## config.mk

```make
export PLATFORM = sky130hd
export DESIGN_NAME = lsc_front
export DESIGN_NICKNAME = d
export VERILOG_FILES = /design/src/hdl/lsc_pkg.sv /design/src/hdl/lsc_front.sv
export SDC_FILE = /design/constraint.sdc
export NUM_CORES = 1
export LEC_CHECK = 0
export BUFFER_PORTS_ARGS = -buffer_cell sky130_fd_sc_hd__buf_2
export CORE_ASPECT_RATIO = 0.9
export CORE_UTILIZATION = 40
export CTS_CLUSTER_SIZE = 12
export DETAILED_ROUTE_END_ITERATION = 8
export GPL_TIMING_DRIVEN = 0
export PLACE_DENSITY_LB_ADDON = 0.08
export SETUP_SLACK_MARGIN = 0.5
export SLEW_MARGIN = 25
export SYNTH_ARGS = -nofsm -noshare
export SYNTH_HDL_FRONTEND = slang
export SYNTH_SLANG_ARGS = --single-unit
```

## constraint.sdc

```tcl
create_clock -name clk -period 2.2 [get_ports clk]
set_input_delay 0.11 -clock clk [delete_from_list [all_inputs] [get_ports clk]]
set_output_delay 0.11 -clock clk [all_outputs]
set_load 0.03 [all_outputs]
```

## src/hdl/lsc_pkg.sv

```systemverilog
// Shared types and constants for the LIFO stack with running checksum.
`timescale 1ns / 1ps

package lsc_pkg;

  localparam int DEPTH      = 1024;
  localparam int VALUE_BITS = 32;
  localparam int ADDR_BITS  = $clog2(DEPTH);
  localparam int CNT_BITS   = $clog2(DEPTH + 1);

  localparam logic       MODE_PUSH = 1'b0;
  localparam logic       MODE_POP  = 1'b1;

  localparam logic [1:0] ST_OK    = 2'd0;
  localparam logic [1:0] ST_OVER  = 2'd1;
  localparam logic [1:0] ST_UNDER = 2'd2;

  typedef struct packed {
    logic               mode;
    logic signed [31:0] push_value;
  } req_t;

  typedef struct packed {
    logic signed [31:0] pop_value;
    logic [1:0]         status;
    logic [10:0]        entry_count;
    logic signed [31:0] checksum;
  } rsp_t;

  // One classified command between the front end and the execution side.
  // pos is the 1-based position touched: the new top on a push, the old top on a pop.
  typedef struct packed {
    logic                  pop;
    logic [1:0]            status;
    logic [CNT_BITS-1:0]   pos;
    logic [CNT_BITS-1:0]   count_after;
    logic [VALUE_BITS-1:0] value;
  } cmd_t;

endpackage

```

## src/hdl/lsc_front.sv

```systemverilog
// Front end: accepts requests, tracks occupancy and classifies each beat.
`timescale 1ns / 1ps

module lsc_front (
  input  logic          clk,
  input  logic          rst,
  input  logic          req_valid,
  output logic          req_stall,
  input  lsc_pkg::req_t req,
  input  logic          q_full,
  output logic          q_push,
  output lsc_pkg::cmd_t q_data
);
  import lsc_pkg::*;

  logic [CNT_BITS-1:0] count;
  logic [CNT_BITS-1:0] count_next;
  logic                accept;

  assign req_stall = q_full;
  assign accept    = req_valid && !q_full;
  assign q_push    = accept;

  always_comb begin
    q_data.pop         = (req.mode == MODE_POP);
    q_data.value       = VALUE_BITS'(req.push_value);
    q_data.status      = ST_OK;
    q_data.pos         = count;
    count_next         = count;
    if (req.mode == MODE_PUSH) begin
      if (count >= CNT_BITS'(DEPTH)) begin
        q_data.status = ST_OVER;
      end else begin
        count_next = count + CNT_BITS'(1);
        q_data.pos = count_next;
      end
    end else begin
      if (count == '0) begin
        q_data.status = ST_UNDER;
      end else begin
        count_next = count - CNT_BITS'(1);
      end
    end
    q_data.count_after = count_next;
  end

  always_ff @(posedge clk) begin
    if (rst) begin
      count <= '0;
    end else if (accept) begin
      count <= count_next;
    end
  end

endmodule

```

==> flow_metrics.py <==
metrics = {
    "floorplanning": {
        "die_w_um": 68.44,
        "coreArea_um2": 3757,
        "die-height_um": 61.80,
        "dieArea_um2": 4229,
        "ios": 96,
        "initial_core_util": 0.4229,
        "num_rows": 21,
    },
    "status": {
        "status": "finished, final reports clean",
    },
    "critical_path": {
        "crit_required_ns": 2.09,
        "arrival_ns": 1.96,
        "crit_path_start_kind": "flop",
        "slowest_delay_ns": 0.32,
        "cp_top_family": "buffers and inverters",
        "crit_path_frequent_cell": "buf_6",
        "end_kind": "output port",
        "worstPathBufferInverterCount": 5,
        "critPathMaxFanout": 6,
        "crit_type": "flop to output port",
        "cp_cell_sequence": "buf_8, inv_8, ha_4, nor3b_4, buf_6, buf_6, and4_4, o31a_1, buf_6",
        "critPathSlowestCell": "dfxtp_2",
    },
    "finish": {
        "antenna_cells": 0,
        "drive_gt1_frac": 0.7370,
        "post-route-util": 0.8372,
        "layoutNonFillerInstCount": 373,
        "largest_register_ffs": 11,
        "num-nets-final": 367,
        "top_regs": "count: 11 flops",
        "syn2layout_area_growth_pct": 97.95,
        "regMostFlops": "count",
    },
    "clock_tree": {
        "cts_max_path_buffers": 2,
        "clock_latency_ns": 0.26,
        "hold_buffers": 0,
        "htreeDepth": 1,
        "cts_root_buffer": "clkbuf_8",
        "cts_tree": "yes",
        "numCtsBuffers": 3,
        "clkTransAtPathRegs_ns": 0.05,
        "cts_sinks": 11,
    },
    "route": {
        "via_per_inst": 5.863,
        "drtIter0Drc": 206,
        "routed_wl_mm": 6.919,
        "drt-pass1-iter-count": 4,
        "postRouteAntennaNets": 0,
        "drc_errors": 0,
        "wl_per_cell_um": 18.55,
        "vias": 2187,
    },
    "sta": {
        "whs_ns": 0.2619,
        "setup_viol": 0,
        "clock_skew_ns": 0.003733,
        "max_clock_freq_mhz": 483.0,
        "period_share": 0.9411,
        "fin_crit_ns": 2.070,
        "drv_slew": 0,
        "rsz0062_at_grt": "yes",
        "worst_slew_pin_slew_ns": 0.7549,
        "hold_violations": 0,
        "slew_headroom": 0.4967,
    },
    "synth": {
        "ys_async_sr_fraction": 0,
        "syn-cell-area_um2": 1589,
        "synth_nets": 249,
        "synthFlopType": "dfxtp_1",
        "synth.avg_cell_area_um2": 7.567,
        "synth-seq-cells": 11,
        "synthDistinctLibCells": 54,
        "synthCells": 210,
        "synth_area_leaders": "buf_4, dfxtp_1, xnor2_1",
        "yosysSeqAreaShare": 0.1386,
        "synth-edff-count": 0,
        "yosys_warnings": 0,
        "synth.largest_area_cell": "buf_4",
        "synth.top_cell.area_share": 0.1654,
    },
    "min_path": {
        "hold_class": "primary input to flop",
    },
    "global_routing": {
        "grt_first_pass_wirelength_mm": 8.562,
        "grt.total_usage": 0.2759,
        "grt_overflow_total": 0,
        "first_global_vias": 1787,
        "antenna_found_initial": 0,
        "grt_max_degree": 11,
    },
    "placed_design": {
        "dpl.hpwl_mm": 3.419,
        "finalWeightedCongestion": 0.8446,
        "io_buffers": 63,
        "dp_cells": 319,
    },
    "pwr": {
        "switching_share": 0.4541,
        "p_sw_mw": 0.8327,
        "power_frac_seq": 0.124,
        "p_per_area_nw_per_um2": 583.0,
        "p_leak_nw": 1.476,
        "ir_worst_vdd_mv": 0.4016,
        "p_int_mw": 1.001,
        "combPwrFrac": 0.755,
        "clockPowerShare": 0.122,
    },
    "flow_run": {
        "drv_cap": 0,
    },
}
## routing by layer
| metal | track usage | routed length [um] | vias to the layer above |
|---|---|---|---|
| li1 | - | - | 960 |
| met1 | 0.3231 | 2548 | 1017 |
| met2 | 0.4762 | 3295 | 186 |
| met3 | 0.06934 | 782 | 24 |
| met4 | 0.1250 | 293 | 0 |
| met5 | 0 | 0 | - |
## repair_timing
action	CTS	global route
hold endpoints to repair	0	0
gates resized for setup	98	47
setup buffers	31	18
setup endpoints to repair	31	32
pin swaps	36	31
cloned	1	0
## Yosys cell counts (3+ instances only)
cell type / number
dfxtp_1: 11
nand4_1: 5
a21o_1: 3
nor4_1: 5
a31oi_1: 3
nand2b_1: 3
a211oi_1: 5
a21oi_1: 6
clkbuf_1: 4
nor3_1: 7
o21ai_0: 9
inv_1: 5
nand2_1: 11
buf_4: 35
nor2b_1: 4
xor2_1: 6
xnor2_1: 9
nor2_1: 17
buf_2: 10
nand3_1: 3
## layout by cell type (no fill, tap or decap), drive strengths merged, types with 3 or more instances in the layout
cell | netlist | layout
a211oi | 5 | 5
a21o | 3 | 3
a21oi | 6 | 6
a31oi | 3 | 3
buf | 47 | 161
clkbuf | 5 | 8
dfxtp | 11 | 11
inv | 5 | 5
mux2 | 4 | 4
nand2 | 11 | 11
nand2b | 3 | 3
nand3 | 3 | 3
nand4 | 5 | 5
nor2 | 17 | 17
nor2b | 4 | 4
nor3 | 10 | 10
nor3b | 3 | 3
nor4 | 7 | 7
o21ai | 9 | 9
xnor2 | 9 | 9
xor2 | 6 | 6
## tightest hold or removal path, cell delays in order
cell and delay [ns]:
buf_2 0.19, a211o_1 0.13, a211oi_2 0.04
## kinds of logic after synthesis
group,count (synthesis),share of synthesized area
AO/OA/AOI/OAI,45,0.2063
multiplexers,6,0.04094
adder cells (fa/ha/maj),2,0.01575
AND/OR/NAND/NOR,73,0.2779
flip-flops,11,0.1386
buffers and inverters,58,0.2378
XOR/XNOR,15,0.08268
## worst paths after layout
kind              slack [ns]      from  cells after the start          to
hold reg to reg         0.68  count[6]                      3    count[6]
setup / recovery        0.13  count[0]                      9  q_data[38]
hold / removal          0.26       rst                      3    count[1]
setup reg to reg        0.19  count[0]                     10    count[8]
## final cells by class
type                    count  area [um2]
flip-flops and latches     11       229.0
multi-input cells         141        1481
clock buffers               4       45.04
plain buffers              52       407.9
inverters                   6       32.53
fillers                   208       611.8
well taps                  46       57.56
repair buffers            113       892.1
## per-stage QoR
stage	worst slack (ns)	area, um2	setup TNS (ns)	total power, mW
floorplan	0.3051	1757	0	0.9253
global placement	-0.06148	2130	-0.06148	1.098
detailed placement	-0.08923	2130	-0.1132	1.100
CTS	0.1527	2823	0	1.634
global route	0.07460	3146	0	1.907
finish	0.1296	3146	0	1.834
## power by group through the flow
stage	sequential, mW	clock [mW]	combinational, mW
final	0.226	0.223	1.38
after global routing	0.227	0.233	1.45
after CTS	0.224	0.211	1.20
after detailed placement	0.225	0	0.875
after global placement	0.225	0	0.873
after floorplan	0.223	0	0.702
(Power assumes the default switching activity.)
