### config.mk
export PLATFORM = sky130hd
export DESIGN_NAME = lsc_queue
export DESIGN_NICKNAME = d
export VERILOG_FILES = /design/src/hdl/lsc_pkg.sv /design/src/hdl/lsc_queue.sv
export SDC_FILE = /design/constraint.sdc
export NUM_CORES = 1
export LEC_CHECK = 0
export BUFFER_PORTS_ARGS = -buffer_cell sky130_fd_sc_hd__buf_4
export CAP_MARGIN = 10
export CORE_AREA = 2 2 134 136
export DETAILED_ROUTE_END_ITERATION = 12
export DIE_AREA = 0 0 136 138
export PLACE_DENSITY_LB_ADDON = 0.08
export SYNTH_ARGS = -nofsm -noshare
export SYNTH_HDL_FRONTEND = slang
export SYNTH_SLANG_ARGS = --single-unit
### constraint.sdc
create_clock -name clk -period 2.38 [get_ports clk]
set_input_delay 0.476 -clock clk [delete_from_list [all_inputs] [get_ports clk]]
set_output_delay 0.476 -clock clk [all_outputs]
set_load 0.01 [all_outputs]
### src/hdl/lsc_pkg.sv
// Shared types and constants for the LIFO stack with running checksum.
`timescale 1ns / 1ps

package lsc_pkg;

  localparam int DEPTH      = 1024;
  localparam int VALUE_BITS = 32;
  localparam int ADDR_BITS  = $clog2(DEPTH);
  localparam int CNT_BITS   = $clog2(DEPTH + 1);

  localparam logic       MODE_PUSH = 1'b0;
  localparam logic       MODE_POP  = 1'b1;

  localparam logic [1:0] ST_OK    = 2'd0;
  localparam logic [1:0] ST_OVER  = 2'd1;
  localparam logic [1:0] ST_UNDER = 2'd2;

  typedef struct packed {
    logic               mode;
    logic signed [31:0] push_value;
  } req_t;

  typedef struct packed {
    logic signed [31:0] pop_value;
    logic [1:0]         status;
    logic [10:0]        entry_count;
    logic signed [31:0] checksum;
  } rsp_t;

  // One classified command between the front end and the execution side.
  // pos is the 1-based position touched: the new top on a push, the old top on a pop.
  typedef struct packed {
    logic                  pop;
    logic [1:0]            status;
    logic [CNT_BITS-1:0]   pos;
    logic [CNT_BITS-1:0]   count_after;
    logic [VALUE_BITS-1:0] value;
  } cmd_t;

endpackage

### src/hdl/lsc_queue.sv
// Short command queue between the front end and the execution side.
`timescale 1ns / 1ps

module lsc_queue (
  input  logic          clk,
  input  logic          rst,
  input  logic          push,
  input  lsc_pkg::cmd_t push_data,
  input  logic          pop,
  output logic          full,
  output logic          head_valid,
  output lsc_pkg::cmd_t head
);
  import lsc_pkg::*;

  localparam int QDEPTH = 4;
  localparam int QPTR   = $clog2(QDEPTH);

  cmd_t              slots [QDEPTH];
  logic [QPTR-1:0]   wr_ptr;
  logic [QPTR-1:0]   rd_ptr;
  logic [QPTR:0]     fill;

  assign full       = (fill == (QPTR + 1)'(QDEPTH));
  assign head_valid = (fill != '0);
  assign head       = slots[rd_ptr];

  always_ff @(posedge clk) begin
    if (push) begin
      slots[wr_ptr] <= push_data;
    end
  end

  always_ff @(posedge clk) begin
    if (rst) begin
      wr_ptr <= '0;
      rd_ptr <= '0;
      fill   <= '0;
    end else begin
      if (push) begin
        wr_ptr <= wr_ptr + QPTR'(1);
      end
      if (pop) begin
        rd_ptr <= rd_ptr + QPTR'(1);
      end
      if (push && !pop) begin
        fill <= fill + (QPTR + 1)'(1);
      end else if (pop && !push) begin
        fill <= fill - (QPTR + 1)'(1);
      end
    end
  end

endmodule

==> impl_results.md, run 1 <==
- Status: complete, no violations
- Worst Setup End Kind: output port
- CP max stage delay: 0.53 ns
- Antenna diode count: 0
- Vias per cell: 5.38
- # rows: 49
- GPL Wtd Cong: 0.723
- Arrival time worst endpoint: 1.87 ns
- Clk pin slew, worst setup/hold paths: 0.06 ns
- PD cells: 871 nW/um^2
- Core Area: 17500 sq um
- Register area share after synthesis: 81.2%
- VDD IR max: 0.000574 V
- Vias in the first global route: ~4200
- Post-Route WL: 15600 microns
- Max cap viols: 0
- Syn Area/Cell: about 25 sq um
- CP cell instances: buf_16 > mux4_2 > buf_6
- Commonest non-fill, non-tap cell in the layout: edfxtp_1
- H-tree levels: 1
- Initial antenna violation count: 0
- Synth Instances: 341
- Netlist cell types: 20
- Most frequent cells in the layout: 228 x edfxtp_1, 81 x buf_4, 57 x mux4_2
- ANT nets after route: 0
- Setup TNS: 0 ns
- Post-DP Area: 9930 sq um
- Leak Pwr: ~3.8 nW
- IO Pins: 120
- Starting Density: 49.3%
- Final Hold Viols: 0
- Reg-to-reg slack, setup: 0.76 ns
- Inserted Clock Buffers: 23
- First-pass GRT wire length: 23900 microns
- Die ar.: 18800 sq um
- Req. time, crit path: 1.90 ns
- Synth Net Count: 408
- Cell family contributing the most delay on the critical path: multiplexers
- DRC viols: 0
- GRT Resource Usage Total: 16.8%
- Synth Register Bits: 237
- Die Y-Extent: 138 microns
- Drt wl/cell: 21.2 microns
- Max clock buf depth: 3
- NumNets Final: 558
- Clock Latency Late Sink: approximately 0.50 ns
- Final Skew: 0.00995 ns
- Via count: a little under 4000
- Crit path kind: flip-flop to output port
- HP Class: input pin to flip-flop
- Root Buffer: clkbuf_16
- Fin crit period: 2.35 ns
- Yosys warns: 0
- Relative slew slack: 71.4%
- Share of cells above drive strength 1: 46.4%
- CP max-delay cell: mux4_2
- Fin area: 11000 sq um
- Hold WS: 0.179 ns
- Pin count of the biggest net entering global routing: 51
- RSZ-0062 raised after global routing: yes
- Fin. max-slew vios: 0
- Initial drt markers: 258
- Area delta synth->final: 26.7%
- Total gr overflow: 0
- Input/output buffers: 119
- CP max FO: 17
- Measured slew at the worst slew-check pin: 0.430 ns
- CTS tree: done
- Period Utilization, post-route: 98.8%
- Post-DP HPWL: 8880 microns
- DR pass1 iterations: 4
- Post-Synthesis Cell Area: just under 9000 sq um
- Die extent in x: ~140 microns
- Final Setup Violations: 0
- Final Core Density: 62.5%
- Critical Path Start Type: flip-flop
- Peak Freq: 425 MHz
- Crit path buf inv count: 2
- Fillers: between 1000 and 1500
- Clock sink count: 237
cell families (layout without fill, tap and decap cells):
kind of cell	after synthesis	after routing	synth area share (%)
adders and majority gates	6	6	0.955
buffers and inverters	17	183	1.23
and+or+nand+nor	15	15	0.868
AOI/OAI and AO/OA	2	2	0.116
xor gates and xnor gates	5	5	0.506
muxes	59	59	15.1
DFF	237	237	81.3
metal layers:
metal | vias up | routed length (microns) | global-route usage [%]
met2 | 103 | 7900 | 27.2
met3 | 23 | 883 | 3.74
li1 | 1741 | - | -
met4 | 0 | 259 | 4.82
met5 | - | 0 | 0
met1 | 2092 | 6530 | 23.3
final timing paths:
kind / startpoint / end / depth (start not counted)
worst max register to register: wr_ptr[0] / slots[0][3] / 4
worst max-delay path: flip-flop / head[52] / 3
worst min-delay path: push_data[10] / slots[1][10] / 1
worst min register to register: fill[2] / fill[2] / 2
state kept, by name (all words and copies together) (netlist names), named ones only:
signal / flops
rd_ptr: 2
wr_ptr: 2
slots: 228
fill: 3
worst reg2reg max path, delay by kind of cell, from the launching register on:
family | cells | cell delay [ns]
flip-flops | 1 | 0.35
buffers and inverters | 2 | 0.39
AND/OR/NAND/NOR | 1 | 0.42
adder cells (fa/ha/maj) | 1 | 0.16
what timing repair did:
action,4_1_cts,5_1_grt
hold buffers,0,0
resized for setup,18,33
setup endpoints to repair,33,39
setup buffers,0,3
cloned,1,2
cell usage after synthesis:
master	instances	share of area, %
a21oi_1	1	0.058
and2_1	4	0.29
buf_2	4	0.23
buf_4	2	0.17
buf_6	4	0.52
clkbuf_1	3	0.13
dfxtp_1	9	2.1
edfxtp_1	228	79
fa_1	1	0.23
ha_1	5	0.72
inv_1	4	0.17
mux2i_1	2	0.23
mux4_2	57	15
nand2_1	1	0.043
nor2_1	7	0.30
nor3b_1	1	0.087
o21ai_0	1	0.058
or3_1	2	0.14
xnor2_1	2	0.20
xor2_1	3	0.30
area by class of cell:
type	instances	area [sq um]	share of cell area, %
Sequential cell	237	7030	64.2
Timing Repair Buffer	138	1360	12.4
Clock inverter	16	155	1.42
Inverter	4	15.0	0.137
Tap cell	229	287	2.61
Multi-Input combinational cell	87	1530	13.9
Clock buffer	25	583	5.32
where the power goes:
part / total, mW / internal, mW / leakage (nW) / switching [mW]
Combinational: 1.15 / 0.646 / 1.22 / 0.507
Sequential: 4.85 / 4.79 / 2.17 / 0.0637
Clock: 3.54 / 2.09 / 0.364 / 1.44
metrics by stage:
stage	setup slack (ns)	power, mW	cells
floorplan	0.0682	5.46	341
global placement	0.486	5.95	689
detailed placement	0.449	5.97	689
CTS	-0.0303	9.55	731
global route	-0.0621	9.90	736
finish	0.0290	9.54	736
Power figures use the tool's default switching activity.
==> inputs of run 2 (changes only) <==
- CORE_AREA: 2 2 134 136 -> 2 2 122 148
- DIE_AREA: 0 0 136 138 -> 0 0 124 150
==> run 2 against run 1 <==
Effect of this change: sequential power is essentially flat; via count shrank 1.9%; critical path depth is the same; combinational power shrank 5%; core utilization grew 0.17 points; flip-flop and latch count is the same; hold slack is essentially flat.
==> impl_results.md, run 2 (synthesis results as in run 1) <==
- # rows: 53 (+8.2%)
- Crit path kind: flip-flop to output port
- Vias per cell: 5.37 (-0.13%)
- Die Y-Extent: 150 microns (+8.7%)
- Placed insts: 681 (-1.2%)
- Vias in the first global route: 4160 (-1.8%)
- H-tree levels: 1 (unchanged)
- Fin. max-slew vios: 0 (unchanged)
- DRC viols: 0 (unchanged)
- DR pass1 iterations: 4 (unchanged)
- Power, Total: 9.44 mW (-1.1%)
- VDD IR max: 0.000549 V (-4.5%)
- Most frequent cells in the layout: 228 x edfxtp_1, 99 x buf_4, 57 x mux4_2
- Clock sink count: 237 (unchanged)
- Core Area: 17200 sq um (-1.7%)
- IO Pins: 120 (unchanged)
- Pin count of the biggest net entering global routing: 58 (+14%)
- Commonest non-fill, non-tap cell in the layout: edfxtp_1
- Fin crit period: 2.33 ns (-0.0212 ns)
- Leak Pwr: 3.69 nW (-1.6%)
- Die ar.: 18600 sq um (-0.90%)
- Hold WS: 0.179 ns (+0.000356 ns)
- Area delta synth->final: 25.0%
- Post-Route WL: 15000 microns (-3.7%)
- Status: complete, no violations
- Final Setup Violations: 0 (unchanged)
- Post-CTS Hold Buffers: 0 (unchanged)
- NumNets Final: 554 (-0.72%)
- Number of flip-flops in the largest register: 228 (unchanged)
- Final Hold Viols: 0 (unchanged)
- ANT nets after route: 0 (unchanged)
- Period Utilization, post-route: 97.9% (-0.89 points)
- GRT Resource Usage Total: 16.6% (-0.24 points)
- Initial antenna violation count: 0 (unchanged)
- Die extent in x: 124 microns (-8.8%)
- Top reg by flops: slots
- Critical Path Start Type: flip-flop
- Reg-to-reg slack, setup: 0.74 ns (-0.02 ns)
- Antenna diode count: 0 (unchanged)
- GPL Wtd Cong: 0.705 (-2.5%)
- CTS tree: done
- Clock Latency Late Sink: 0.49 ns (about the same)
- Clk pin slew, worst setup/hold paths: 0.06 ns (about the same)
- WHS Path Cells: 1 (unchanged)
- First-pass GRT wire length: 22800 microns (-4.8%)
- Drt wl/cell: 20.7 microns (-2.0%)
- CP max FO: 21 (+4)
- Sw power: 1.96 mW (-2.5%)
- Initial drt markers: 266 (+3.1%)
- HP Class: input pin to flip-flop
- Root Buffer: clkbuf_16
- Req. time, crit path: 1.90 ns (about the same)
- Final Skew: 0.00687 ns (-0.00308 ns)
- Registers with the most flip-flops: slots x228, fill x3
- R2R depth: 4 (unchanged)
- Worst Setup End Kind: output port
- PD cells: 874 nW/um^2 (+0.36%)
- Relative slew slack: 71.3% (-0.10 points)
- Peak Freq: 429 MHz (+0.91%)
- Seq pwr share: 51.3% (+0.5 points)
- Post-DP HPWL: 9060 microns (+2.0%)
- Comb pwr share: 11.5% (-0.6 points)
- Total gr overflow: 0 (unchanged)
- Measured slew at the worst slew-check pin: 0.431 ns (+0.00152 ns)
- Starting Density: 50.2% (+0.84 points)
- Final worst setup slack: 0.0502 ns (+0.0212 ns)
- Input/output buffers: 119 (unchanged)
- Final Core Density: 62.7% (+0.17 points)
- Clock Power Share: 37.1% (about the same)
- Finished Layout Cells: 723 (-1.8%)
- Via count: 3884 (-1.9%)
- Arrival time worst endpoint: 1.85 ns (-0.02 ns)
- Pre-CTS WS: 0.423 ns (-0.0264 ns)
- Inserted Clock Buffers: 23 (unchanged)
- Max clock buf depth: 3 (unchanged)
- Pint: 7.48 mW (-0.66%)
- RSZ-0062 raised after global routing: yes
- Max cap viols: 0 (unchanged)
- Share of cells above drive strength 1: 45.5% (-0.82 points)
- Sw frac: 20.8% (-0.31 points)
## run 2: critical path: stages, from the launching register on
cell	delay, ns
dfxtp_4	0.43
buf_12	0.23
mux4_2	0.56
buf_6	0.14
## run 2: timing repair
item                                    CTS  global route
endpoints found under the setup margin   36            28
gates resized for setup                   3            26
gates cloned                              1             0
setup buffers                             0             0
## run 2: path summary, 6_finish.rpt
| kind | from | to |
|---|---|---|
| max reg2reg | wr_ptr[0] | slots[2][24] |
| max | flip-flop | head[46] |
| min | push_data[2] | slots[1][2] |
| min reg2reg | fill[2] | fill[2] |
## run 2: area by class of cell
type | instances | area [sq um]
Inverter | 4 | 15.0
Clock buffer | 32 | 639
Tap cell | 220 | 275
Sequential cell | 237 | 7030
Clock inverter | 9 | 97.6
Timing Repair Buffer | 134 | 1220
Multi-Input combinational cell | 87 | 1530
Fill cell | 1209 | 6430
## run 2: power groups by stage
stage	logic (mW)	clock network, mW	registers, mW
after floorplan	0.542	0	4.92
after CTS	1.06	3.58	4.85
after global routing	1.18	3.75	4.86
after detailed placement	1.04	0	4.93
after global placement	1.04	0	4.92
final	1.09	3.51	4.85
## run 2: layer usage
layer	up-vias	part of all wire [%]	GRT usage (%)
li1	1737	-	-
met1	2012	40	21.6
met2	112	51	27.5
met3	23	7.4	4.31
met4	0	1.9	5.17
met5	-	0	0
## run 2: through the flow
step / setup TNS [ns] / instance area (sq um)
after CTS: -0.00609 / 10700
after detailed placement: 0 / 9930
final: 0 / 10800
after global placement: 0 / 9930
after floorplan: 0 / 8650
after global routing: -0.227 / 10800
==> inputs of run 3 (changes only) <==
- BUFFER_PORTS_ARGS: -buffer_cell sky130_fd_sc_hd__buf_4 -> not set
- CORE_AREA: 2 2 122 148 -> 2 2 117 142
- DIE_AREA: 0 0 124 150 -> 0 0 119 144
- DONT_BUFFER_PORTS: not set -> 1
- clock period: 2.38 -> 1.98 ns (I/O delays scaled with it)
==> run 3 against run 2 <==
Effect of this change: the run now ends with setup timing left; die area fell by 7.9%; combinational power barely moved; sequential share of layout area rose by 1.5 points; sequential power rose by 20%; cell area fell by 2.2%; cell count fell by 8.2%; largest power group unchanged.
==> impl_results.md, run 3 (synthesis results as in run 1) <==
- Max clock buf depth: 3 (unchanged)
- Die ar.: 17100 sq um (-7.9%)
- Relative slew slack: 75.1% (+3.8 points)
- DR pass1 iterations: 6 (+2)
- ANT nets after route: 0 (unchanged)
- First-pass GRT wire length: 22800 microns (+0.24%)
- Worst Setup End Kind: output port
- Commonest non-fill, non-tap cell in the layout: edfxtp_1
- Pre-CTS WS: 0.228 ns (-0.195 ns)
- Die extent in x: 119 microns (-4.0%)
- Registers with the most flip-flops: slots x228, fill x3
- Crit path kind: flip-flop to output port
- Area delta synth->final: 22.2%
- Fin crit period: approximately 2.1 ns
- Total gr overflow: 0 (unchanged)
- Hold-critical path endpoint: wr_ptr[0]
- Fin area: 10600 sq um (-2.2%)
- Die Y-Extent: 144 microns (-4.0%)
- Initial drt markers: 217 (-18%)
- Via count: 3750 (-3.5%)
- VDD IR max: 0.000880 V (+60%)
- Share of cells above drive strength 1: 26.3% (-19 points)
- Period Utilization, post-route: 107%
- # rows: 51 (-3.8%)
- Post-DP Area: 9110 sq um (-8.3%)
- Fin. max-slew vios: 0 (unchanged)
- Leak Pwr: 3.41 nW (-7.6%)
- Core Area: 15900 sq um (-7.8%)
- Reg-to-reg slack, setup: 0.46 ns (-0.28 ns)
- Placed insts: 556 (-18%)
- R2R Path End: fill[2]
- Final Hold Viols: 0 (unchanged)
- Vias per cell: 5.65 (+5.1%)
- Finished Layout Cells: 664 (-8.2%)
- Starting Density: 54.4% (+4.3 points)
- WHS Path Cells: 2 (+1)
- Top reg by flops: slots
- PD cells: 1050 nW/um^2 (+20%)
- Fillers: 1009 (-17%)
- R2R Path Start: fill[0]
- Status: complete, but fails checks
- Initial antenna violation count: 0 (unchanged)
- Pin count of the biggest net entering global routing: 31 (-47%)
- Max cap viols: 0 (unchanged)
- GPL Wtd Cong: 0.714 (+1.3%)
- Vias in the first global route: 4071 (-2.1%)
- Final Skew: 0.00722 ns (+0.000351 ns)
- Antenna diode count: 0 (unchanged)
- Peak Freq: 472 MHz
- CTS tree: done
- NumNets Final: 504 (-9.0%)
- RSZ-0062 raised after global routing: yes
- HP Class: input pin to flip-flop
- IO Pins: 120 (unchanged)
- Clock sink count: 237 (unchanged)
- Root Buffer: clkbuf_16
- Number of flip-flops in the largest register: 228 (unchanged)
- Most frequent cells in the layout: 228 x edfxtp_1, 58 x dlygate4sd3_1, 57 x mux4_2
- CP max FO: 12 (-43%)
- Clk pin slew, worst setup/hold paths: 0.06 ns (about the same)
- GRT Resource Usage Total: 17.7% (+1.1 points)
- Arrival time worst endpoint: 1.72 ns (-0.13 ns)
- Failing checks: setup timing
- Final worst setup slack: -0.139 ns (-0.190 ns)
- Critical Path Start Type: flip-flop
- Input/output buffers: 0 (-100%)
- R2R depth: 4 (unchanged)
- Post-DP HPWL: 9060 microns (about the same)
- Post-Route WL: 14900 microns (-0.61%)
- Worst hold path startpoint: push
- Req. time, crit path: 1.58 ns (-0.32 ns)
- Final Setup Violations: 57 (+57)
- Drt wl/cell: 22.4 microns (+8.2%)
- H-tree levels: 1 (unchanged)
- Inserted Clock Buffers: 24 (+4.3%)
- DRC viols: 0 (unchanged)
- Measured slew at the worst slew-check pin: 0.373 ns (-0.0579 ns)
- Clock Latency Late Sink: 0.49 ns (about the same)
==> run 3: worst max path at each step <==
stage | start | endpoint
detailed placement | flip-flop | head[45]
global route | flip-flop | head[48]
floorplan | wr_ptr[0] | slots[2][0]
CTS | flip-flop | head[48]
finish | flip-flop | head[48]
global placement | flip-flop | head[45]
==> run 3: through the flow <==
stage                     TNS (ns)  power, mW  utilization (%)  hold WS, ns
after floorplan                  0       6.56                -        0.461
after global placement           0       6.80             57.3        0.463
after detailed placement         0       6.83             57.3        0.462
after CTS                    -8.44       11.2             66.3       0.0540
after global routing        -10.24       11.4             66.5       0.0807
final                        -6.69       11.0             66.5       0.0605
==> run 3: critical path: stages (launching register included) <==
cell and delay, ns:
dfxtp_4 0.39, buf_12 0.12, buf_12 0.15, mux4_2 0.57
==> run 3: layout make-up <==
cell class	count	area [sq um]	area share [%]
clock buffers	33	666	6.30
clock inverters	8	67.6	0.639
inverters	4	15.0	0.142
multi-input cells	87	1530	14.4
flip-flops and latches	237	7030	66.5
well taps	212	265	2.51
repair buffers	83	997	9.44
==> run 3: report_power, final <==
group / total (mW) / switching (mW) / leakage (nW) / internal (mW)
logic: 1.07 / 0.548 / 0.881 / 0.523
clock network: 4.15 / 1.68 / 0.360 / 2.47
registers: 5.83 / 0.0690 / 2.17 / 5.76
==> run 3: repair_timing <==
item                                    in CTS  in global routing
endpoints found under the setup margin      57                 57
gates resized for setup                      1                  5
hold buffers                                58                  0
cloned                                       1                  1
pin swaps                                    0                  0
hold endpoints to repair                   237                  0
setup buffers                                6                  2
==> run 3: layer usage <==
metal | vias up | routed length, microns | global-route usage [%] | part of all wire (%)
li1 | 1637 | - | - | -
met4 | 0 | 278 | 4.89 | 1.9
met3 | 22 | 854 | 3.75 | 5.7
met2 | 107 | 7870 | 31.1 | 53
met5 | - | 0 | 0 | 0
met1 | 1984 | 5890 | 22.6 | 40
